$ cat src/hdl/fixed_point_alu_defines.svh
// Assertion macros shared by the fixed-point unit.
`ifndef FIXED_POINT_ALU_DEFINES_SVH
`define FIXED_POINT_ALU_DEFINES_SVH

// Immediate implication checked on every rising clock edge outside reset.
`define FPA_ASSERT_NOW(label, clk, rst, cond, prop, msg) \
   label: assert property (@(posedge clk) disable iff (rst) (cond) |-> (prop)) \
      else $error(msg);

// Next-cycle implication.
`define FPA_ASSERT_NEXT(label, clk, rst, cond, prop, msg) \
   label: assert property (@(posedge clk) disable iff (rst) (cond) |=> (prop)) \
      else $error(msg);

`endif

$ cat src/hdl/fpa_pkg.sv
// ----------------------------------------------------------------------------
// fpa_pkg
// Operation codes and the control struct carried down the divider row.
// ----------------------------------------------------------------------------
`default_nettype none

package fpa_pkg;

   typedef enum logic [2:0] {
      OP_ADD      = 3'd0,
      OP_SUB      = 3'd1,
      OP_MUL      = 3'd2,
      OP_DIV      = 3'd3,
      OP_INT2FIX  = 3'd4,
      OP_FIX2INT  = 3'd5
   } op_type;

   typedef struct packed {
      logic       valid;
      logic [2:0] op;
      logic       no_result;   // result forced to zero, no range check
      logic       div_zero;
      logic       less;
      logic       equal;
   } ctl_type;

endpackage

`default_nettype wire

$ cat src/hdl/fpa_back.sv
// ----------------------------------------------------------------------------
// fpa_back
// Final scaling, range check and the output register.
// ----------------------------------------------------------------------------
`default_nettype none

module fpa_back import fpa_pkg::*; #(
   parameter int DATA_WIDTH = 32,
   parameter int FRAC_BITS  = 8,
   parameter int WW         = 64,
   parameter int NW         = 40
) (
   input  wire logic                   clock,
   input  wire logic                   reset,
   input  wire logic                   enable,
   input  wire ctl_type                ctl_i,
   input  wire logic signed [WW-1:0]   res_i,
   input  wire logic [NW-1:0]          quo_i,
   input  wire logic                   neg_i,
   output logic                        out_valid,
   output logic signed [31:0]          out_value,
   output logic                        out_overflow,
   output logic                        out_div_zero,
   output logic                        out_less,
   output logic                        out_equal
);

   logic signed [WW-1:0]         r, qw;
   logic signed [DATA_WIDTH-1:0] r_low;
   logic                         fits, ovf;
   logic                         valid_ff, ovf_ff, dbz_ff, less_ff, equal_ff;
   logic signed [31:0]           value_ff;

   always_comb begin
      qw = WW'(quo_i);
      case (ctl_i.op)
         OP_MUL:  r = res_i >>> FRAC_BITS;
         OP_DIV:  r = neg_i ? -qw : qw;
         default: r = res_i;
      endcase
      // in range when all bits above the sign bit match it
      fits = (r[WW-1:DATA_WIDTH-1] == '0) || (r[WW-1:DATA_WIDTH-1] == '1);
      ovf = !ctl_i.no_result && !fits;
      r_low = (ctl_i.no_result || ovf) ? '0 : r[DATA_WIDTH-1:0];
   end

   always_ff @(posedge clock) begin
      if (reset) begin
         valid_ff <= 1'b0;
      end else if (enable) begin
         valid_ff <= ctl_i.valid;
      end
      if (enable) begin
         value_ff <= 32'(r_low);
         ovf_ff <= ovf;
         dbz_ff <= ctl_i.div_zero;
         less_ff <= ctl_i.less;
         equal_ff <= ctl_i.equal;
      end
   end

   assign out_valid = valid_ff;
   assign out_value = value_ff;
   assign out_overflow = ovf_ff;
   assign out_div_zero = dbz_ff;
   assign out_less = less_ff;
   assign out_equal = equal_ff;

endmodule

`default_nettype wire
$ cat config.mk
export PLATFORM = sky130hd
export DESIGN_NAME = fpa_back
export DESIGN_NICKNAME = d
export VERILOG_FILES = /design/src/hdl/fixed_point_alu_defines.svh /design/src/hdl/fpa_pkg.sv /design/src/hdl/fpa_back.sv
export SDC_FILE = /design/constraint.sdc
export NUM_CORES = 1
export LEC_CHECK = 0
export ABC_CLOCK_PERIOD_IN_PS = 4800
export BUFFER_PORTS_ARGS = -buffer_cell sky130_fd_sc_hd__buf_2
export CORE_AREA = 2 2 97 99
export CTS_CLUSTER_DIAMETER = 120
export DETAILED_ROUTE_END_ITERATION = 10
export DIE_AREA = 0 0 99 101
export GPL_TIMING_DRIVEN = 0
export MAX_ROUTING_LAYER = met4
export PLACE_DENSITY = 0.85
export SYNTH_ARGS = -nofsm -noshare
export SYNTH_HDL_FRONTEND = slang
export SYNTH_SLANG_ARGS = --single-unit
export TNS_END_PERCENT = 10
$ cat constraint.sdc
create_clock -name clock -period 4.8 [get_ports clock]
set_clock_uncertainty 0.15 [all_clocks]
set_input_delay 1.44 -clock clock [delete_from_list [all_inputs] [get_ports clock]]
set_output_delay 1.44 -clock clock [all_outputs]
set_load 0.005 [all_outputs]
## After elaboration in Yosys (flattened, before gate mapping)

Cells that the tools add are included.

- $add $sub $neg: 1
- Eq/ne operators: 3
- Mux-type cells: 2
- Reductions and logical operators: 6

Operators by type and width:

| operator | count |
|---|---|
| one-hot mux 64 bit (2 select lines) | 1 |
| 2-to-1 mux 64 bit | 1 |
| negator 40 -> 64 bit | 1 |
| equality test 33 bit (second input constant) | 1 |
| logical NOT 33 bit | 1 |
| equality test 3 x 2 -> 1 bit (second input constant) | 2 |
| logical NOT 1 bit | 2 |
| logical OR 1 bit | 2 |
| logical AND 1 bit | 1 |

- Register bits after elaboration: 37
- Input port bits: 116
- Output and inout bits: 37
- Word-level logic and storage cells: 18

## Logic depth before layout (Yosys ltp)

- Word-level depth: 8
- Depth in mapped cells: 13
- Gate-level depth less buffers: 10

## Worst setup path after synthesis

OpenSTA, ideal clock, no wires.

- Path type: input -> register
- Start point: in quo_i[0]
- End point: reg value_ff[0], in the netlist out_value[0] (data pin)
- Setup time: 0.161 ns
- Arrival: 4.150 ns
- Data required time: 4.489 ns
- Path slack: 0.339 ns
- Stages on the path: 13
- Buffers on the path: 3
- Path through: inv_1 > ha_1 > nor4b_1 > nand4_2 > buf_2 > nor4_1 > a21oi_1 > a2111oi_0 > nand3_1 > or4_1 > buf_2 > buf_6 > a211oi_2

- Longest elaborated chain between the ends: 8
- Elaborated cells between the ends (all ways): 9
- Those cells by class: add/sub: 1; eq/ne: 1; mux: 2; reduce/logical: 5

RTL lines:

| element | RTL line | source |
|---|---|---|
| start, declared | fpa_back.sv:18 | `input wire logic [NW-1:0] quo_i,` |
| negator 40 -> 64 bit | fpa_back.sv:38 | `OP_DIV: r = neg_i ? -qw : qw;` |
| 2-to-1 mux 64 bit * | fpa_back.sv:38 |  |
| one-hot mux 64 bit (2 select lines) * | fpa_back.sv:36 | `case (ctl_i.op)` |
| equality test 33 bit / logical NOT 33 bit (equally long branches) | fpa_back.sv:42 | `fits = (r[WW-1:DATA_WIDTH-1] == '0) \|\| (r[WW-1:DATA_WIDTH-1] == '1);` |
| logical OR 1 bit | fpa_back.sv:42 |  |
| logical NOT 1 bit | fpa_back.sv:43 | `ovf = !ctl_i.no_result && !fits;` |
| logical AND 1 bit | fpa_back.sv:43 |  |
| logical OR 1 bit | fpa_back.sv:44 | `r_low = (ctl_i.no_result \|\| ovf) ? '0 : r[DATA_WIDTH-1:0];` |
| end signal, assigned | fpa_back.sv:54 | `value_ff <= 32'(r_low);` |
| end, declared | fpa_back.sv:32 | `logic signed [31:0] value_ff;` |

Every way passes the cells marked *; elsewhere a longest branch is shown, timed or not.
A chain may end at the register's enable or synchronous reset.

## Worst setup path after layout

- Start point: in quo_i[14]
- End point: reg value_ff[16], in the netlist out_value[16] (data pin)

- Longest elaborated chain between the ends: 8
- Elaborated cells between the ends (all ways): 9
- Those cells by class: add/sub: 1; eq/ne: 1; mux: 2; reduce/logical: 5

RTL lines:

| element | RTL line |
|---|---|
| negator 40 -> 64 bit * | fpa_back.sv:38 |
| 2-to-1 mux 64 bit * | fpa_back.sv:38 |
| one-hot mux 64 bit (2 select lines) * | fpa_back.sv:36 |
| equality test 33 bit / logical NOT 33 bit (equally long branches) | fpa_back.sv:42 |
| logical OR 1 bit | fpa_back.sv:42 |
| logical NOT 1 bit | fpa_back.sv:43 |
| logical AND 1 bit | fpa_back.sv:43 |
| logical OR 1 bit | fpa_back.sv:44 |

Marked as above.

==> impl_metrics.csv <==
group,metric,value,unit
status,outcome,"completed",
synth,synthCells,474,
timing,max_freq,215,MHz
cells_and_area,area_growth,28.0,%
synth,synth_nets,591,
worst_hold_path,min_to,"out_valid$_SDFFE_PP0P_",
die,core,0.00898,sq mm
worst_hold_path,hold_class,"register to register",
clock_tree,clkSlewWorstSetupHoldPaths,70,ps
pwr,power,879,uW
setup_path,r2r_cells,2,
die,die_w,99,microns
grt,grt_pass1_vias,4301,
setup_path,worstPathArrival,4600,ps
detailed_routing,post_drt_via_cell_ratio,6.30,
synth,synth_top_area_cell,"edfxtp_1",
synth,synth-async-reset-ratio,0,%
setup_path,r2r_start,"out_valid$_SDFFE_PP0P_",
clock_tree,cts_buffers,5,
synth,synthTopCellsByArea,"edfxtp_1 27%, a211oi_2 9.4%, xor2_1 6.6%",
synth,synth_edf_count,36,
die,fp.dieH,101,microns
detailed_routing,antenna_left,0,
cells_and_area,fill_cells,785,
synth,yosys_warnings,0,
setup_path,r2r_setup_slack,4070,ps
synth,postSynthAreaPerCell,8.43,sq um
place,gp_congestion,0.925,
grt,grt_overflow,0,
timing,tightest_slew,774,ps
setup_path,worstSetupEndpointType,"register",
run,maxCapViolCount,0,
grt,grtUsageTotal,29.5,%
worst_hold_path,hold_path.startpoint,"out_valid$_SDFFE_PP0P_",
timing,final_min_period_over_clock_period,96.8,%
setup_path,critPathSlowestCell,"or4_4",
setup_path,timing.rr.end,"out_valid$_SDFFE_PP0P_",
clock_tree,clk_latency,280,ps
cells_and_area,drive_above_1_share,36.7,%
detailed_routing,num_vias,4701,
clock_tree,cts_tree,"yes",
setup_path,cp.required,4750,ps
place,hpwlAfterDp,11.9,mm
cells_and_area,nNetsFinal,751,
detailed_routing,routedWlPerCell,19.7,microns
die,dieArea,0.0100,sq mm
detailed_routing,drc,0,
cells_and_area,multi_input_area,0.00280,sq mm
grt,antenna_found_initial,0,
timing,worst_slack,151,ps
synth,ys_seq_area_share,27.6,%
die,placementRows,35,
detailed_routing,dr.pass1.iters,5,
synth,yosys.cell_types.count,63,
setup_path,crit_fanout,10,
timing,setup_viol,0,
setup_path,cpMostUsedCell,"buf_2",
timing,finalMaxSlewViolations,0,
die,start_util,44.5,%
clock_tree,cts.sinks,37,
die,boundaryPins,153,
pwr,vdd_ir_drop_max,0.0906,mV
pwr,power.density,172,mW/mm^2
setup_path,crit_type,"input port to register",
clock_tree,cts_max_path_buffers,2,
detailed_routing,drtIter0Drc,497,
cells_and_area,fin_util,57.0,%
synth,synth.cell_area,0.00400,sq mm
setup_path,cpPeakStageDelay,550,ps
cells_and_area,design_area,0.00511,sq mm
cells_and_area,antennaDiodeCount,0,
synth,ys.flop_type,"edfxtp_1",
place,pre_cts_slack,-468,ps
timing,hold_viol_final,0,
setup_path,cp_cell_sequence,"buf_2 > or4_4 > nor3b_4 > nand4_1 > buf_4 > o31a_1 > nor4b_2 > nand3_1 > or4_1 > buf_2 > buf_6 > a211oi_2",
cells_and_area,final_common_cell,"buf_2",
setup_path,start_kind,"input port",
cells_and_area,final_cell_mix,"156 x buf_2, 52 x a21oi_1, 45 x nor2_1",
timing,grt_setup_unrepaired,"no",
grt,grt_max_degree,38,
clock_tree,clockRootBuffer,"clkbuf_8",
worst_hold_path,holdPathStages,2,
clock_tree,htree_levels,2,
synth,synth_top_area_share,27.1,%
timing,fin_crit,4650,ps
grt,grt_pass1_wl,22.6,mm
place,place_area,0.00488,sq mm
synth,ys_seq_elements,37,
cells_and_area,ff_latch_area,0.00110,sq mm
clock_tree,ctsHoldBuffers,0,
pwr,p_leak,0.00186,uW
timing,max-slew-margin-rel,48.4,%
place,portBuffers,149,
timing,hold_ws,349,ps
detailed_routing,wl,14.7,mm
-- repair_timing --
item,in CTS,in global routing
buffers inserted,1,4
pin swaps,0,3
gates resized for setup,5,22
setup endpoints to repair,32,32
-- cell type report --
type | count | area share [%]
Buffer | 41 | 3.86
Inverter | 4 | 0.294
Timing Repair Buffer | 154 | 15.3
Clock inverter | 2 | 0.196
Tap cell | 111 | 2.72
Multi-Input combinational cell | 391 | 54.7
Sequential cell | 37 | 21.5
Clock buffer | 6 | 1.42
-- layer usage --
layer,global-route usage (%),part of all wire [%],wire length (microns),up-vias
met5,-,0,0,-
met4,11.5,3.5,507,0
met3,3.26,9.5,1400,44
met2,45.4,45,6630,302
met1,39.9,42,6150,2161
li1,-,-,-,2194
-- cells in the mapped netlist (6+ instances only) --
cell       n
clkbuf_1  25
a21oi_1   52
or3_1      6
edfxtp_1  36
nor3_1     8
o41ai_1    9
xor2_1    30
o21ai_0   34
nand4_1    7
buf_2      8
a211oi_1  25
o31ai_1   10
nor2_1    45
buf_1      6
nand2_1   25
or4_1      8
mux2i_1    7
o22ai_1    6
nor4_1    11
a211oi_2  30
nand3_1   11
-- metrics by stage --
step,TNS (ps),instances
2_1_floorplan,0,474
3_3_place_gp,-14310,734
3_5_place_dp,-13510,734
4_1_cts,0,743
5_1_grt,0,746
6_report,0,746
-- flip-flops by register name, indices dropped and copies added, names as in the netlist --
register      cells
out_equal         1
out_less          1
out_overflow      1
out_valid         1
out_div_zero      1
out_value        32
-- logic make-up (layout without fill, tap and decap cells) --
family / count (synthesis) / in the layout / synth area share (%)
xor+xnor: 32 / 32 / 7.02
simple gates: 157 / 157 / 22.4
buf+inv: 46 / 207 / 5.14
fa+ha+maj: 1 / 1 / 0.313
flops: 37 / 37 / 27.6
mux: 10 / 10 / 2.60
compound gates: 191 / 191 / 35.0
-- worst max-delay path, delay by kind of cell --
kind	cells	cell delay (ps)
buffers and inverters	4	680
AOI/OAI and AO/OA	2	550
and+or+nand+nor	6	1910
-- how the worst max path moves through the flow --
stage	slack (ps)	to	from	cells past startpoint
floorplan	340	out_value[0]$_SDFFCE_PP0P_	quo_i[0]	13
global placement	-470	out_value[19]$_SDFFCE_PP0P_	quo_i[0]	13
detailed placement	-470	out_value[8]$_SDFFCE_PP0P_	quo_i[0]	13
CTS	4	out_value[16]$_SDFFCE_PP0P_	quo_i[6]	11
global route	6	out_value[16]$_SDFFCE_PP0P_	quo_i[18]	11
finish	150	out_value[16]$_SDFFCE_PP0P_	quo_i[14]	12
-- power by group --
group / internal (uW) / total [uW] / switching (uW) / leakage [uW]
sequential: 371 / 375 / 4.07 / 0.000351
combinational: 112 / 303 / 191 / 0.00146
clock: 100 / 201 / 101 / 0.0000450
Power figures use the tool's default switching activity.
