## src/hdl/fixed_point_alu_defines.svh

```systemverilog
// Assertion macros shared by the fixed-point unit.
`ifndef FIXED_POINT_ALU_DEFINES_SVH
`define FIXED_POINT_ALU_DEFINES_SVH

// Immediate implication checked on every rising clock edge outside reset.
`define FPA_ASSERT_NOW(label, clk, rst, cond, prop, msg) \
   label: assert property (@(posedge clk) disable iff (rst) (cond) |-> (prop)) \
      else $error(msg);

// Next-cycle implication.
`define FPA_ASSERT_NEXT(label, clk, rst, cond, prop, msg) \
   label: assert property (@(posedge clk) disable iff (rst) (cond) |=> (prop)) \
      else $error(msg);

`endif

```

## src/hdl/fpa_pkg.sv

```systemverilog
// ----------------------------------------------------------------------------
// fpa_pkg
// Operation codes and the control struct carried down the divider row.
// ----------------------------------------------------------------------------
`default_nettype none

package fpa_pkg;

   typedef enum logic [2:0] {
      OP_ADD      = 3'd0,
      OP_SUB      = 3'd1,
      OP_MUL      = 3'd2,
      OP_DIV      = 3'd3,
      OP_INT2FIX  = 3'd4,
      OP_FIX2INT  = 3'd5
   } op_type;

   typedef struct packed {
      logic       valid;
      logic [2:0] op;
      logic       no_result;   // result forced to zero, no range check
      logic       div_zero;
      logic       less;
      logic       equal;
   } ctl_type;

endpackage

`default_nettype wire

```

## src/hdl/fpa_front.sv

```systemverilog
// ----------------------------------------------------------------------------
// fpa_front
// Operand decode, add/sub/shift/multiply and divider setup; one register stage.
// ----------------------------------------------------------------------------
`default_nettype none

module fpa_front import fpa_pkg::*; #(
   parameter int DATA_WIDTH = 32,
   parameter int FRAC_BITS  = 8,
   parameter int WW         = 2 * DATA_WIDTH,
   parameter int NW         = DATA_WIDTH + FRAC_BITS
) (
   input  wire logic                   clock,
   input  wire logic                   reset,
   input  wire logic                   enable,
   input  wire logic                   in_valid,
   input  wire logic [2:0]             in_op,
   input  wire logic signed [31:0]     in_a,
   input  wire logic signed [31:0]     in_b,
   output ctl_type                     ctl_out,
   output logic signed [WW-1:0]        res_out,
   output logic [NW-1:0]               num_out,
   output logic [DATA_WIDTH-1:0]       den_out,
   output logic                        neg_out
);

   logic signed [DATA_WIDTH-1:0] a, b;
   logic signed [WW-1:0]         aw, bw, res_in;
   logic [DATA_WIDTH-1:0]        a_abs, b_abs;
   ctl_type                      ctl_in, ctl_ff;
   logic signed [WW-1:0]         res_ff;
   logic [NW-1:0]                num_ff;
   logic [DATA_WIDTH-1:0]        den_ff;
   logic                         neg_ff;

   always_comb begin
      a = in_a[DATA_WIDTH-1:0];
      b = in_b[DATA_WIDTH-1:0];
      aw = WW'(a);
      bw = WW'(b);
      a_abs = a[DATA_WIDTH-1] ? DATA_WIDTH'(-a) : DATA_WIDTH'(a);
      b_abs = b[DATA_WIDTH-1] ? DATA_WIDTH'(-b) : DATA_WIDTH'(b);
      ctl_in.valid = in_valid;
      ctl_in.op = in_op;
      ctl_in.no_result = 1'b0;
      ctl_in.div_zero = 1'b0;
      ctl_in.less = a < b;
      ctl_in.equal = a == b;
      res_in = '0;
      case (in_op)
         OP_ADD:     res_in = aw + bw;
         OP_SUB:     res_in = aw - bw;
         OP_MUL:     res_in = aw * bw;
         OP_DIV: begin
            if (b == '0) begin
               ctl_in.div_zero = 1'b1;
               ctl_in.no_result = 1'b1;
            end
         end
         OP_INT2FIX: res_in = aw <<< FRAC_BITS;
         OP_FIX2INT: res_in = aw >>> FRAC_BITS;
         default:    ctl_in.no_result = 1'b1;
      endcase
   end

   always_ff @(posedge clock) begin
      if (reset) begin
         ctl_ff.valid <= 1'b0;
      end else if (enable) begin
         ctl_ff.valid <= ctl_in.valid;
      end
      if (enable) begin
         ctl_ff.op <= ctl_in.op;
         ctl_ff.no_result <= ctl_in.no_result;
         ctl_ff.div_zero <= ctl_in.div_zero;
         ctl_ff.less <= ctl_in.less;
         ctl_ff.equal <= ctl_in.equal;
         res_ff <= res_in;
         num_ff <= NW'(a_abs) << FRAC_BITS;
         den_ff <= b_abs;
         neg_ff <= a[DATA_WIDTH-1] ^ b[DATA_WIDTH-1];
      end
   end

   assign ctl_out = ctl_ff;
   assign res_out = res_ff;
   assign num_out = num_ff;
   assign den_out = den_ff;
   assign neg_out = neg_ff;

endmodule

`default_nettype wire

```

## config.mk

```make
export PLATFORM = sky130hd
export DESIGN_NAME = fpa_front
export DESIGN_NICKNAME = d
export VERILOG_FILES = /design/src/hdl/fixed_point_alu_defines.svh /design/src/hdl/fpa_pkg.sv /design/src/hdl/fpa_front.sv
export SDC_FILE = /design/constraint.sdc
export NUM_CORES = 2
export LEC_CHECK = 0
export BUFFER_PORTS_ARGS = -buffer_cell sky130_fd_sc_hd__buf_2
export CORE_ASPECT_RATIO = 1.25
export CORE_UTILIZATION = 59
export DETAILED_ROUTE_END_ITERATION = 8
export HOLD_SLACK_MARGIN = 0.06
export PLACE_DENSITY = 0.86
export SLEW_MARGIN = 20
export SYNTH_ARGS = -nofsm -noshare
export SYNTH_HDL_FRONTEND = slang
export SYNTH_SLANG_ARGS = --single-unit
export TNS_END_PERCENT = 20
```

## constraint.sdc

```tcl
create_clock -name clock -period 7.4 [get_ports clock]
set_input_delay 0 -clock clock [delete_from_list [all_inputs] [get_ports clock]]
set_output_delay 0 -clock clock [all_outputs]
set_load 0.01 [all_outputs]
```

Yosys cells after proc, flatten, opt, wreduce, memory -nomap -nowiden
Index checks and enable logic that the tools add are counted.
- register bits after elaboration: 137
- input port bits: 71
- output and inout bits: 145
- add/subtract/negate cells: 4
- multipliers: 1
- $lt $le $gt $ge: 1
- equality and inequality tests: 6
- mux-type cells: 5
- bitwise gates (word level): 1
- reduce and logical (&&, ||, !) cells: 3
- operators with widths (operator ; count):
    $pmux 64 s5 ; 1
    $mul 32x32->64 ; 1
    $neg 32->32 ; 2
    $mux 31 ; 2
    $add 32x32->33 ; 1
    $sub 32x32->33 ; 1
    $eq 32x32->1 ; 1
    $logic_not 32->1 ; 1
    $lt 32x32->1 ; 1
    $eq 3x2->1 const B ; 2
    $eq 3x3->1 const B ; 2
    $reduce_or 5->1 ; 1
    $eq 3x1->1 const B ; 1
    $logic_not 3->1 ; 1
    $mux 2 ; 1
    $pmux 1 s2 ; 1
    $xor 1x1->1 ; 1

Longest topological paths before layout
- word-level depth: 3
- depth in mapped cells: 31
- gate-level depth less buffers: 27

Worst setup path after synthesis
OpenSTA, ideal clock, no wires.
- kind: input-to-reg
- from: in in_a[31]
- to: reg res_ff[62] (netlist: res_out[62]), data pin
- arrival: 7.610 ns
- data required time: 7.143 ns
- path slack: -0.467 ns
- stages on the path: 28
- cell sequence: clkbuf_1 clkbuf_1 clkbuf_1 nand2_1 inv_1 fa_1 inv_1 fa_1 inv_1 fa_1 fa_1 inv_1 fa_1 inv_1 fa_1 inv_1 fa_1 inv_1 fa_1 ha_1 and2_1 and3_1 a221oi_1 o21ai_0 a31oi_1 o221ai_1 mux2i_1 nand2_1
- word-level cells in the longest chain between the ends: 2
- elaborated cells on any way between the ends: 4
- RTL lines (item ; line ; RTL):
    from (decl) ; fpa_front.sv:18 ; input wire logic signed [31:0] in_a,
    $mul 32x32->64 (tied with other cells) ; fpa_front.sv:53 ; OP_MUL: res_in = aw * bw;
    $pmux 64 s5 * ; fpa_front.sv:50 ; case (in_op)
    named net res_in[62] ; fpa_front.sv:28 ; logic signed [WW-1:0] aw, bw, res_in;
    to (signal assigned) ; fpa_front.sv:78 ; res_ff <= res_in;
    to (decl) ; fpa_front.sv:31 ; logic signed [WW-1:0] res_ff;
Mark *: on every way through the listed nets, which the timed path passes. The rest lies on a longest branch.
A chain may end at the register's enable or synchronous reset.

Worst setup path in the final report
- from: in in_a[30]
- to: reg res_ff[61] (netlist: res_out[61]), data pin
Same word-level chain as after synthesis.

==> out/qor.txt <==
Synth-to-Final Area Change = 14.62%
sinks on the clock net = 137
Tcrit/Tclk final = 0.9833
post-layout min period = 7.277 ns
post-route DRC violation count = 0
grt total ovfl = 0
Die Ht = 313.3 µm
Hold WC Path Type = input pin to register
Reg area = 4104 µm²
TritonRoute pass-1 iters = 6
overall routed net length = 162.0 mm
Core Box Area = 76350 µm²
Reg clk slew, reported paths = 0.07 ns
fin. max-slew vios = 0
mux cell area share after synthesis = 0.005306
worst path required time = 7.61 ns
CP max FO = 7
library cells used by synthesis = 72
Clock Skew = 0 ns
RSZ-0062 raised after global routing = yes
Worst setup startpoint = in_a[30]
Synth Area in Adders = 0.5433
pin slew with the least headroom to its limit = 1.104 ns
Starting Density = 0.5992
Die Wd = 251.1 µm
antenna-violating nets left = 0
FFs w/ async S/R, synth = 0
Compound-Gate Fraction of Synth Area = 0.07299
nets = 6770
Gate Count Post-Synth = 4902
Post-synth EDFFs = 136
yosys warns = 0
H-tree depth = 4
area of the multi-input gates = 36740 µm²
Worst-Skew Late Latency = 0.50 ns
Worst setup SP type = input pin
via count = 38560
run status = finished, final reports clean
CTS Buffer Depth = 2
Setup CP Type = input pin to register
first-pass GRT wire length = 248.2 mm
Root Driver = clkbuf_16
placed inst area = 51460 µm²
FF-to-FF Start = ctl_out[7]
worst setup path end = res_out[61]
num rows = 113
Setup violations, final = 0
syn_area_per_cell = 9.333 µm²
XOR/XNOR Fraction of Synth Area = 0.03006
GR Util All Layers = 0.4295
simple-gate share of the synthesized area = 0.1476
Seq/Total Area, Yosys = 0.08970
largest family of logic cells by synthesized area = adder cells
FMAX = 137.4 MHz
design area = 52440 µm²
die area = 78670 µm²
relative slew slack = 0.2571
Final Hold Viols = 0
Worst EP arrival = 7.49 ns
worst reg-to-reg setup slack = 6.25 ns
number of global-route vias before repair = 42320
fill count = 5520
Initial DRC Count = 3585
share of cells above drive strength 1 = 0.1522
antenna violations before repair = 13
Via density = 6.061
TritonCTS clock tree = done
Most used DFF post-synth = edfxtp_1
Cell Area, Synth = 45750 µm²
FF-to-FF path depth = 3
Yosys reg bits = 137
max cap viols = 0
I/O pin total = 216
Port Buffers = 207
FF-to-FF End = ctl_out[7]
crit end category = register
largest net degree at the start of global routing = 75
hpwl dp = 133.8 mm
cts bufs inserted = 17
Routed wire per std cell = 25.47 µm
GP Congestion = 1.059
## worst min-delay path by stage
stage	start	end	slack [ns]	depth (start not counted)
CTS	in_a[31]	num_out[29]	0.07	3
floorplan	reset	ctl_out[7]	0.07	1
detailed placement	reset	ctl_out[7]	0.16	2
global route	in_b[31]	den_out[31]	0.10	4
finish	in_b[31]	den_out[31]	0.11	4
global placement	reset	ctl_out[7]	0.16	2
## what timing repair did
action | CTS | global route
hold buffers | 9 | 1
resized for setup | 1 | 46
endpoints found under the hold margin | 76 | 1
buffers inserted | 2 | 3
setup endpoints to repair | 3 | 21
pin swaps | 1 | 6
## synthesized netlist by cell type, drive strengths merged (4+ instances only)
cell type  number  area share
o211ai         15      0.0025
xnor2         129       0.025
fa           1084        0.47
nor4           14      0.0022
ha            252       0.069
o311a           4     0.00088
o221ai         19      0.0036
edfxtp        136       0.089
buf            36      0.0037
and2          437       0.060
nand2         578       0.047
a221oi         10      0.0019
o311ai          8      0.0015
nor3           37      0.0040
o21a            9      0.0015
mux2i          22      0.0048
a211oi          9      0.0015
a21o           47      0.0077
nand4          26      0.0036
a22oi           7      0.0011
nor2          184       0.015
a41oi           6      0.0011
nand3          25      0.0027
xor2           28      0.0054
or2             8      0.0011
o21bai         18      0.0030
o21ai         129       0.014
or4            10      0.0018
clkbuf        271       0.022
a21boi          4     0.00066
o22ai           5     0.00068
inv          1034       0.085
nand2b         26      0.0036
a31oi          14      0.0019
and3           13      0.0018
o31ai          34      0.0062
a21oi         134       0.015
a311oi          5     0.00096
o41ai          13      0.0025
or3            17      0.0024
nor2b           9      0.0012
## registers in the layout (all words and copies together), names as in the netlist
register  count
neg_out       1
den_out      32
num_out      32
res_out      64
ctl_out       8
## final cells by class
| type | count | share of cell area |
|---|---|---|
| antenna | 9 | 0.0004295 |
| clock buffer | 18 | 0.008184 |
| clock inverter | 14 | 0.003985 |
| inverter | 1037 | 0.07445 |
| multi-input combinational | 3428 | 0.7005 |
| sequential | 137 | 0.07826 |
| tap | 977 | 0.02331 |
| timing repair buffer | 742 | 0.1108 |
## metrics by stage
stage,cells,util,setup TNS [ns],hold WS [ns],setup slack [ns]
floorplan,4909,-,-0.04686,0.07238,-0.02456
finish,6362,0.6868,0,0.1052,0.1234
global route,6355,0.6866,-0.09800,0.1032,-0.05137
detailed placement,6306,0.6740,-6.846,0.1596,-0.5273
CTS,6349,0.6838,0,0.06628,0.03451
global placement,6306,0.6740,-4.896,0.1597,-0.4552
## worst max-delay path, cell delays in order
cell and delay, ns:
buf_2 0.22, buf_4 0.19, buf_4 0.16, and2_1 0.16
fa_1 0.54, inv_1 0.06, fa_1 0.51, inv_1 0.06
fa_1 0.52, inv_2 0.10, fa_1 0.56, inv_1 0.07
fa_1 0.48, fa_1 0.45, fa_1 0.48, fa_1 0.45
ha_1 0.45, buf_4 0.17, nand4_1 0.28, nor3_1 0.26
nand3_1 0.10, o21ai_0 0.27, buf_4 0.22, nor2_1 0.10
o41ai_2 0.36, xnor2_1 0.16, o21ai_0 0.10
## layer usage
layer	vias to the layer above	routed length [µm]	share of wire	GRT usage
met4	8	18940	0.12	0.4001
met1	19140	51100	0.32	0.4800
li1	15730	-	-	-
met3	998	17440	0.11	0.1114
met5	-	54	0.00033	0
met2	2677	74490	0.46	0.6733
## cell usage in the layout (no fill, tap or decap), types with 11 or more instances in the layout
cell       Yosys  layout
a21o_1        47      47
a21oi_1      134     132
a31oi_1       14      13
and2_1       437     437
and3_1        13      13
buf_12         0      55
buf_2          2     202
buf_4          8     465
clkbuf_16      0      17
edfxtp_1     136     136
fa_1        1084    1079
ha_1         252     251
inv_1       1032    1026
mux2i_1       22      22
nand2_1      578     577
nand2b_1      26      26
nand3_1       25      25
nand4_1       26      26
nor2_1       184     182
nor3_1        37      35
nor4_1        13      12
o211ai_1      15      15
o21ai_0      127     122
o21bai_1      18      18
o221ai_1      19      18
o31ai_1       32      30
o41ai_1       13      11
or3_1         16      16
xnor2_1      129     129
xor2_1        28      28
## cell families after synthesis
kind of cell,count (synthesis)
simple gates,1389
buf+inv,1344
fa+ha+maj,1336
compound gates,514
xor+xnor,157
flops,137
mux,24
other cells,1
Power is not shown: default switching activity piles up to over one toggle a cycle in this logic, so the estimate is an artifact.
