### src/hdl/fixed_point_alu_defines.svh
// Assertion macros shared by the fixed-point unit.
`ifndef FIXED_POINT_ALU_DEFINES_SVH
`define FIXED_POINT_ALU_DEFINES_SVH

// Immediate implication checked on every rising clock edge outside reset.
`define FPA_ASSERT_NOW(label, clk, rst, cond, prop, msg) \
   label: assert property (@(posedge clk) disable iff (rst) (cond) |-> (prop)) \
      else $error(msg);

// Next-cycle implication.
`define FPA_ASSERT_NEXT(label, clk, rst, cond, prop, msg) \
   label: assert property (@(posedge clk) disable iff (rst) (cond) |=> (prop)) \
      else $error(msg);

`endif

### src/hdl/fpa_pkg.sv
// ----------------------------------------------------------------------------
// fpa_pkg
// Operation codes and the control struct carried down the divider row.
// ----------------------------------------------------------------------------
`default_nettype none

package fpa_pkg;

   typedef enum logic [2:0] {
      OP_ADD      = 3'd0,
      OP_SUB      = 3'd1,
      OP_MUL      = 3'd2,
      OP_DIV      = 3'd3,
      OP_INT2FIX  = 3'd4,
      OP_FIX2INT  = 3'd5
   } op_type;

   typedef struct packed {
      logic       valid;
      logic [2:0] op;
      logic       no_result;   // result forced to zero, no range check
      logic       div_zero;
      logic       less;
      logic       equal;
   } ctl_type;

endpackage

`default_nettype wire

### src/hdl/fpa_div_cell.sv
// ----------------------------------------------------------------------------
// fpa_div_cell
// One restoring-division step; passes the item and its result to the next cell.
// ----------------------------------------------------------------------------
`default_nettype none

module fpa_div_cell import fpa_pkg::*; #(
   parameter int DATA_WIDTH = 32,
   parameter int WW         = 64,
   parameter int NW         = 40
) (
   input  wire logic                   clock,
   input  wire logic                   reset,
   input  wire logic                   enable,
   input  wire ctl_type                ctl_i,
   input  wire logic signed [WW-1:0]   res_i,
   input  wire logic [DATA_WIDTH-1:0]  rem_i,
   input  wire logic [NW-1:0]          num_i,
   input  wire logic [NW-1:0]          quo_i,
   input  wire logic [DATA_WIDTH-1:0]  den_i,
   input  wire logic                   neg_i,
   output ctl_type                     ctl_o,
   output logic signed [WW-1:0]        res_o,
   output logic [DATA_WIDTH-1:0]       rem_o,
   output logic [NW-1:0]               num_o,
   output logic [NW-1:0]               quo_o,
   output logic [DATA_WIDTH-1:0]       den_o,
   output logic                        neg_o
);

   logic [DATA_WIDTH:0]   trial, diff;
   logic                  qbit;
   ctl_type               ctl_ff;
   logic signed [WW-1:0]  res_ff;
   logic [DATA_WIDTH-1:0] rem_ff, den_ff;
   logic [NW-1:0]         num_ff, quo_ff;
   logic                  neg_ff;

   always_comb begin
      trial = {rem_i, num_i[NW-1]};
      diff = trial - {1'b0, den_i};
      qbit = trial >= {1'b0, den_i};
   end

   always_ff @(posedge clock) begin
      if (reset) begin
         ctl_ff.valid <= 1'b0;
      end else if (enable) begin
         ctl_ff.valid <= ctl_i.valid;
      end
      if (enable) begin
         ctl_ff.op <= ctl_i.op;
         ctl_ff.no_result <= ctl_i.no_result;
         ctl_ff.div_zero <= ctl_i.div_zero;
         ctl_ff.less <= ctl_i.less;
         ctl_ff.equal <= ctl_i.equal;
         res_ff <= res_i;
         rem_ff <= qbit ? diff[DATA_WIDTH-1:0] : trial[DATA_WIDTH-1:0];
         num_ff <= num_i << 1;
         quo_ff <= {quo_i[NW-2:0], qbit};
         den_ff <= den_i;
         neg_ff <= neg_i;
      end
   end

   assign ctl_o = ctl_ff;
   assign res_o = res_ff;
   assign rem_o = rem_ff;
   assign num_o = num_ff;
   assign quo_o = quo_ff;
   assign den_o = den_ff;
   assign neg_o = neg_ff;

endmodule

`default_nettype wire

### config.mk
export PLATFORM = sky130hd
export DESIGN_NAME = fpa_div_cell
export DESIGN_NICKNAME = d
export VERILOG_FILES = /design/src/hdl/fixed_point_alu_defines.svh /design/src/hdl/fpa_pkg.sv /design/src/hdl/fpa_div_cell.sv
export SDC_FILE = /design/constraint.sdc
export NUM_CORES = 1
export LEC_CHECK = 0
export BUFFER_PORTS_ARGS = -buffer_cell sky130_fd_sc_hd__buf_2
export CAP_MARGIN = 20
export CELL_PAD_IN_SITES_DETAIL_PLACEMENT = 1
export CELL_PAD_IN_SITES_GLOBAL_PLACEMENT = 1
export CORE_AREA = 2 2 169 171
export CTS_CLUSTER_SIZE = 24
export DETAILED_ROUTE_END_ITERATION = 10
export DIE_AREA = 0 0 171 173
export PLACE_DENSITY = 0.79
export SLEW_MARGIN = 5
export SYNTH_ARGS = -nofsm -noshare
export SYNTH_HDL_FRONTEND = slang
export SYNTH_SLANG_ARGS = --single-unit
export TNS_END_PERCENT = 1
### constraint.sdc
create_clock -name clock -period 4.79 [get_ports clock]
set_input_delay 0.958 -clock clock [delete_from_list [all_inputs] [get_ports clock]]
set_output_delay 0.958 -clock clock [all_outputs]
set_load 0.01 [all_outputs]
== After elaboration in Yosys (flattened, before gate mapping) ==
Cells that the tools add are included.

* Flip-flop bits (word level): 216
* Bits of input ports: 220
* Output and inout bits: 217
* Word-level logic and storage cells: 15

* $add $sub $neg: 1
* $lt $le $gt $ge: 1
* Multiplexer cells: 1

{| class="wikitable"
|+ Operators with widths
! cell !! number
|-
| $ge 33x32->1 || 1
|-
| $mux 32 || 1
|-
| $sub 32x32->32 || 1
|}

== Longest topological paths before layout ==
Gate-level depths: netlist (run 1).

* Word-level depth: 2
* Mapped depth: 13
* Gate-level depth less buffers: 12

== Worst setup path before layout (run 1) ==
OpenSTA, ideal clock, no wires.

* Kind: in2reg
* From: input den_i[7]
* To: register rem_ff[13] (netlist: rem_o[13]) (data pin)
* Setup time: 262 ps
* Arrival: 3467 ps
* Required time: 4528 ps
* Path slack: 1061 ps
* Cell stages on the path: 12
* Path buffers: 2
* Cell sequence: inv_1 ha_1 buf_2 nand4_1 or4_1 a21oi_1 nor3_1 a211oi_2 o21ai_2 o31ai_4 buf_4 mux2_1

* Longest elaborated chain between the ends: 2
* Elaborated cells on any way between the ends: 3
* Those cells by class: add/sub (1); order compare (1); mux (1)

{| class="wikitable"
|+ Ends and longest elaborated chain
! item !! RTL line !! text
|-
| start: declaration || fpa_div_cell.sv:20 || <nowiki>input wire logic [DATA_WIDTH-1:0] den_i,</nowiki>
|-
| $sub 32x32->32 or $ge 33x32->1 (tied branches) || fpa_div_cell.sv:41, fpa_div_cell.sv:42 ||
|-
| $mux 32 * || fpa_div_cell.sv:58 || <nowiki>rem_ff <= qbit ? diff[DATA_WIDTH-1:0] : trial[DATA_WIDTH-1:0];</nowiki>
|-
| end signal: assignment || fpa_div_cell.sv:58 ||
|-
| end: declaration || fpa_div_cell.sv:35 || <nowiki>logic [DATA_WIDTH-1:0] rem_ff, den_ff;</nowiki>
|}

Mark *: on every way between the ends. The rest lies on a longest branch, timed or not.
A chain may end at the register's enable or synchronous reset.

== Final worst setup path (run 1) ==
* From: input num_i[39]
* To: register rem_ff[30] (netlist: rem_o[30]) (data pin)

* Longest elaborated chain between the ends: 2
* Elaborated cells on any way between the ends: 3
* Those cells by class: add/sub (1); order compare (1); mux (1)

{| class="wikitable"
|+ Ends and longest elaborated chain
! item !! RTL line !! text
|-
| start: declaration || fpa_div_cell.sv:18 || <nowiki>input wire logic [NW-1:0] num_i,</nowiki>
|-
| $sub 32x32->32 or $ge 33x32->1 (tied branches) || fpa_div_cell.sv:41, fpa_div_cell.sv:42 ||
|-
| $mux 32 * || fpa_div_cell.sv:58 ||
|}

Marks and branches as above.

==> reports/results.ini, run 1 <==
[clocking]
cts_max_level=1
cts.sinks=216
insertion_delay_ns=0.52
cts_buffers=25
cts_buffer_depth=3
ctsResizeCount=0
cts_setup_buffers=0
path_clk_slew_ns=0.06
tritoncts=yes
hold_buffers=0
cts_root_buf=clkbuf_16

[setup_path]
critPathCapture=rem_o[30]$_DFFE_PP_
reg2reg_slack_ns=4.19
start_kind=input pin
path_max_fanout=4
worstPathArrival_ns=4.09
path_class=input pin to flip-flop
rr_endpoint=ctl_o[7]$_SDFFE_PP0P_
r2r_start=ctl_o[7]$_SDFFE_PP0P_
critical_path.endpoint_type=flip-flop
r2r.worst_path.cells=2
timing.critical_path.from=num_i[39]
cp.required_ns=5.06

[finish]
final_layout_size_suffix_gt1_frac=0.4694
area_growth_pct=39.20
fin_nets=1265
fillers=2994

[grt]
grt_pass1_vias=6953
track_usage=0.1867
grt_pass1_wl_um=42030
grt_max_degree=110
grt_antenna_before_repair=6
grt_overflow=0

[place]
gp_congestion=0.8262
dp_slack_ns=0.4779
port_buffers=434
hpwl_um=22810

[routing]
avgViaCountPerCell=4.630
ant_nets=0
drt_wl_total_um=28870
drtPass1Iterations=4
drt_iter0_drc=379
avgRoutedWirePerCell_um=20.43
drc=0
vias=6542

[yosys]
synth.avg_cell_area_um2=15.42
syn_area_um2=8711
ys_async_sr_fraction=0
synth-main-ff-cell=edfxtp_1
ys_seq_elements=216
yosys_warnings=0
ys_types=50
synth.net_count=818
synth_edf_count=215
ys_seq_area_frac=0.7435
syn_inst=565

[timing]
worst_pin_slew_ns=0.9007
layout_worst_path_cycle_share=0.7972
hold_viol=0
slew_violations=0
max-slew-margin-rel=0.3995
setup_violations=0
fin_skew_ns=0
setup_tns_ns=0
fin_ws_ns=0.9716
whs_ns=0.5275
max_freq_mhz=261.9
rsz0062_at_grt=false
min_period_ns=3.818

[pwr]
irDropWorstVdd_mv=0.2320
p_per_area_nw_per_um2=406.6
p_leak_uw=0.005285

[hold_path]
hold_class=flip-flop to flip-flop
holdPathStages=2

[floorplan]
core_area_um2=27630
fp-row-count=61
io_pins=437
die_h_um=173
start_util=0.3153
die_area_um2=29580
fp.dieW_um=171

[run_status]
status=completed

[run]
max_cap_violations=0

## where the power goes
| part | total [uW] | internal, uW | switching [uW] |
|---|---|---|---|
| combinational | 761 | 312 | 449 |
| sequential | 2330 | 2280 | 45.5 |
| clock | 1840 | 1070 | 766 |
## cells by family after synthesis
group / after synthesis / synth area share
AOI/OAI and AO/OA: 119 / 0.08403
xor gates and xnor gates: 27 / 0.02715
adders and majority gates: 33 / 0.04826
buffers and inverters: 57 / 0.02758
DFF: 216 / 0.7435
muxes: 12 / 0.01522
other: 1 / 0.0004305
and+or+nand+nor: 100 / 0.05386
## flip-flops by register name, indices dropped and copies added, names as in the netlist
name and flops:
res_o 64, num_o 39, quo_o 40, rem_o 32, den_o 32, ctl_o 8
neg_o 1
## cell usage after synthesis, types with 8 or more instances
cell	instances	area, um^2
xor2_1	12	105.1
xnor2_1	15	131.4
inv_1	38	142.6
a21o_1	12	90.09
edfxtp_1	215	6456
o21ai_0	16	80.08
nor2_1	36	135.1
buf_2	8	40.04
nand3_1	8	40.04
ha_1	32	400.4
nand2_1	26	97.59
nand4_1	8	50.05
a21oi_1	56	280.3
## worst min-delay path by stage
stage / from / endpoint / slack (ns)
final: ctl_o[7]$_SDFFE_PP0P_ / ctl_o[7]$_SDFFE_PP0P_ / 0.53
after detailed placement: ctl_o[7]$_SDFFE_PP0P_ / ctl_o[7]$_SDFFE_PP0P_ / 0.51
after CTS: ctl_o[7]$_SDFFE_PP0P_ / ctl_o[7]$_SDFFE_PP0P_ / 0.54
after global routing: ctl_o[7]$_SDFFE_PP0P_ / ctl_o[7]$_SDFFE_PP0P_ / 0.56
after global placement: ctl_o[7]$_SDFFE_PP0P_ / ctl_o[7]$_SDFFE_PP0P_ / 0.47
after floorplan: ctl_o[7]$_SDFFE_PP0P_ / ctl_o[7]$_SDFFE_PP0P_ / 0.53
## worst max-delay path: stages
cell and delay (ns):
buf_2 0.10, inv_1 0.04, ha_1 0.22, fa_1 0.39, nand2b_1 0.18, a21oi_1 0.17, o21ai_0 0.21, o311a_1 0.40
a31oi_1 0.32, a21oi_1 0.21, o41ai_1 0.45, xor2_1 0.13, mux2_1 0.30
## area by class of cell
type	instances	area [um^2]	share of cell area
diodes	4	10.01	0.0008255
clock buffers	31	648.1	0.05345
clock inverters	15	136.4	0.01125
inverters	38	142.6	0.01176
multi-input cells	292	1994	0.1645
flip-flops and latches	216	6476	0.5341
well taps	378	473.0	0.03901
repair buffers	439	2245	0.1851
## metal layers
metal  up-vias  part of all wire  track usage
li1       3032                 -            -
met4         2             0.031      0.06215
met3        61             0.092      0.06111
met1      3175              0.36       0.2042
met2       272              0.52       0.3370
met5         -           0.00045            0
## stage by stage
step                total power [uW]  utilization  instances  instance area (um^2)
finish                          4930       0.4389       1413                 12130
global placement                3101       0.4101       1363                 11330
floorplan                       2725            -        565                  8711
CTS                             4997       0.4385       1409                 12120
global route                    5139       0.4388       1412                 12120
detailed placement              3135       0.4101       1363                 11330
## placed cells by master (no fill, tap or decap), drive strengths merged, types with 3 or more instances in the layout
| cell | Yosys | final |
|---|---|---|
| buf | 12 | 439 |
| diode | 0 | 4 |
| clkbuf | 7 | 31 |
| mux2 | 10 | 10 |
| nand2b | 3 | 3 |
| inv | 38 | 41 |
| xor2 | 12 | 12 |
| ha | 32 | 32 |
| nor2b | 3 | 3 |
| nand2 | 26 | 26 |
| o21bai | 3 | 3 |
| nor4 | 4 | 4 |
| o21ai | 18 | 18 |
| nand3 | 8 | 8 |
| nand4 | 8 | 8 |
| xnor2 | 15 | 15 |
| a31oi | 5 | 5 |
| a21o | 12 | 12 |
| edfxtp | 215 | 215 |
| a211oi | 4 | 4 |
| nor2 | 36 | 36 |
| a21oi | 56 | 56 |
| o211ai | 4 | 4 |
| o21a | 6 | 6 |
| clkinv | 0 | 9 |
No activity file was read; power rests on OpenSTA's default activity.
==> run 2: changes to the inputs <==
--- a/config.mk
+++ b/config.mk
@@ -9,11 +9,11 @@
 export CAP_MARGIN = 20
 export CELL_PAD_IN_SITES_DETAIL_PLACEMENT = 1
 export CELL_PAD_IN_SITES_GLOBAL_PLACEMENT = 1
-export CORE_AREA = 2 2 169 171
+export CORE_AREA = 2 2 168 170
 export CTS_CLUSTER_SIZE = 24
 export DETAILED_ROUTE_END_ITERATION = 10
-export DIE_AREA = 0 0 171 173
-export PLACE_DENSITY = 0.79
+export DIE_AREA = 0 0 170 172
+export PLACE_DENSITY = 0.83
 export SLEW_MARGIN = 5
 export SYNTH_ARGS = -nofsm -noshare
 export SYNTH_HDL_FRONTEND = slang
==> constraint.sdc (replaced) <==
create_clock -name clock -period 3.05 [get_ports clock]
set_input_delay 0.61 -clock clock [delete_from_list [all_inputs] [get_ports clock]]
set_output_delay 0.61 -clock clock [all_outputs]
set_load 0.01 [all_outputs]
==> run 2 against run 1 <==
Final area is 6.0% higher. Critical path depth is 1 higher. Count of clock-buffer cells in the layout is 4 lower. Largest power group unchanged. Critical path type unchanged. Non-clock buffer count is 72 higher. Utilization is 2.9 points higher. Register-to-register slack worse by 1.7 ns. Critical endpoint is now rem_o[1]$_DFFE_PP_. Cell count is 2.8% higher. Routed wire length is 5.4% higher. Worst setup slack worse by 0.83 ns.
==> reports/results.ini, run 2 (synthesis results as in run 1) <==
[run]
max_cap_violations=0  ; unchanged

[clocking]
cts_buffers=25  ; unchanged
path_clk_slew_ns=0.06  ; about the same
hold_buffers=0  ; unchanged
cts_buffer_depth=3  ; unchanged
insertion_delay_ns=0.53  ; about the same
cts.sinks=216  ; unchanged
cts_root_buf=clkbuf_16
cts_max_level=1  ; unchanged
tritoncts=yes

[timing]
hold_viol=0  ; unchanged
whs_ns=0.2286  ; -0.2990 ns
slew_violations=0  ; unchanged
max_freq_mhz=343.7
fin_skew_ns=0  ; unchanged
setup_violations=0  ; unchanged
layout_worst_path_cycle_share=0.9539
worst_pin_slew_ns=0.5215  ; -0.3792 ns
rsz0062_at_grt=false
max-slew-margin-rel=0.6507  ; +0.2512
min_period_ns=2.909

[floorplan]
fp-row-count=61  ; unchanged
start_util=0.3170  ; +0.001752
io_pins=437  ; unchanged
die_h_um=172  ; -0.58%
die_area_um2=29240  ; -1.2%
core_area_um2=27480  ; -0.55%
fp.dieW_um=170  ; -0.58%

[routing]
avgViaCountPerCell=4.758  ; +2.8%
vias=6914  ; +5.7%
avgRoutedWirePerCell_um=20.93  ; +2.5%
drt_iter0_drc=419  ; +11%
drt_wl_total_um=30420  ; +5.4%
drc=0  ; unchanged
ant_nets=0  ; unchanged
drtPass1Iterations=4  ; unchanged

[setup_path]
path_max_fanout=12  ; +8
critical_path.endpoint_type=flip-flop
path_class=input pin to flip-flop
worstPathArrival_ns=3.26  ; -0.83 ns
cp.required_ns=3.40  ; -1.66 ns
start_kind=input pin

[finish]
largest_reg_flops=64  ; unchanged
fillers=2982  ; -0.40%
fin_nets=1337  ; +5.7%
area_growth_pct=47.50
post-route-util=0.4676  ; +0.02876
final_cell_mix=433 x buf_2, 215 x edfxtp_1, 72 x buf_4, 52 x a21oi_1, 36 x nor2_1
final_common_cell=buf_2
final_layout_size_suffix_gt1_frac=0.5322  ; +0.06274

[pwr]
irDropWorstVdd_mv=0.3776  ; +63%
p_leak_uw=0.005678  ; +7.4%
p_per_area_nw_per_um2=619.9  ; +52%

[place]
port_buffers=434  ; unchanged
gp_congestion=0.8259  ; about the same
hpwl_um=24000  ; +5.2%

[grt]
grt_max_degree=66  ; -40%
grt_pass1_wl_um=43210  ; +2.8%
grt_overflow=0  ; unchanged
grt_pass1_vias=7383  ; +6.2%
grt_antenna_before_repair=4  ; -2
track_usage=0.1951  ; +0.008445

[hold_path]
hold_class=input pin to flip-flop

[run_status]
status=completed

-- run 2: cell types whose count changed in the layout (fill, tap and decap cells not counted), sizes merged --
cell / previous run / this run
buf: 439 / 511
clkbuf: 31 / 27
clkinv: 9 / 13
clkinvlp: 1 / 3
inv: 41 / 39
-- run 2: through the flow --
step / instance area (um^2) / setup TNS, ns / worst slack, ns / power, uW / cells
floorplan: 8894 / -4.044 / -0.2143 / 4322 / 565
global placement: 11980 / -8.896 / -0.5228 / 5013 / 1402
detailed placement: 11980 / -10.48 / -0.5739 / 5083 / 1402
CTS: 12800 / 0 / 0.02415 / 8052 / 1448
global route: 12840 / 0 / 0.01408 / 8297 / 1451
finish: 12850 / 0 / 0.1405 / 7965 / 1453
-- run 2: power by group --
group          internal (uW)  total (uW)  switching (uW)
clock                   1690        2930            1240
sequential              3590        3660            77.6
combinational            614        1370             760
total                   5890        7960            2080
-- run 2: final timing paths --
| path | from | end | slack [ns] | cells after the start |
|---|---|---|---|---|
| setup / recovery | den_i[18] | rem_o[1]$_DFFE_PP_ | 0.14 | 14 |
| hold / removal | reset | ctl_o[7]$_SDFFE_PP0P_ | 0.23 | 2 |
| hold reg to reg | ctl_o[7]$_SDFFE_PP0P_ | ctl_o[7]$_SDFFE_PP0P_ | 0.50 | 2 |
| setup reg to reg | ctl_o[7]$_SDFFE_PP0P_ | ctl_o[7]$_SDFFE_PP0P_ | 2.47 | 2 |
-- run 2: critical path, cell delays in order --
cell	delay [ns]
buf_2	0.12
inv_1	0.05
ha_1	0.31
nand4_1	0.15
or4_1	0.51
a21oi_2	0.14
nor3_2	0.08
a211oi_2	0.27
o21ai_2	0.11
o31ai_4	0.26
buf_12	0.18
buf_4	0.18
nor2_1	0.07
a21oi_1	0.21
-- run 2: layer usage --
metal / wire length, um / track usage / up-vias / share of wire
met2: 15810 / 0.3549 / 292 / 0.52
met5: 10 / 0 / - / 0.00033
met3: 2292 / 0.05333 / 79 / 0.075
li1: - / - / 3170 / -
met1: 11070 / 0.2169 / 3371 / 0.36
met4: 1230 / 0.07767 / 2 / 0.040
-- run 2: final cells by class --
type,instances,area [um^2],area share
clock buffer,27,633.1,0.04927
sequential,216,6476,0.5040
antenna,4,10.01,0.0007790
inverter,38,155.1,0.01208
multi-input combinational,292,2152,0.1675
tap,346,432.9,0.03369
clock inverter,19,175.2,0.01363
timing repair buffer,511,2814,0.2190
-- run 2: timing repair --
item | 4_1_cts | 5_1_grt
setup buffers | 0 | 1
gates resized for setup | 1 | 8
endpoints found under the setup margin | 2 | 3
pin swaps | 0 | 3
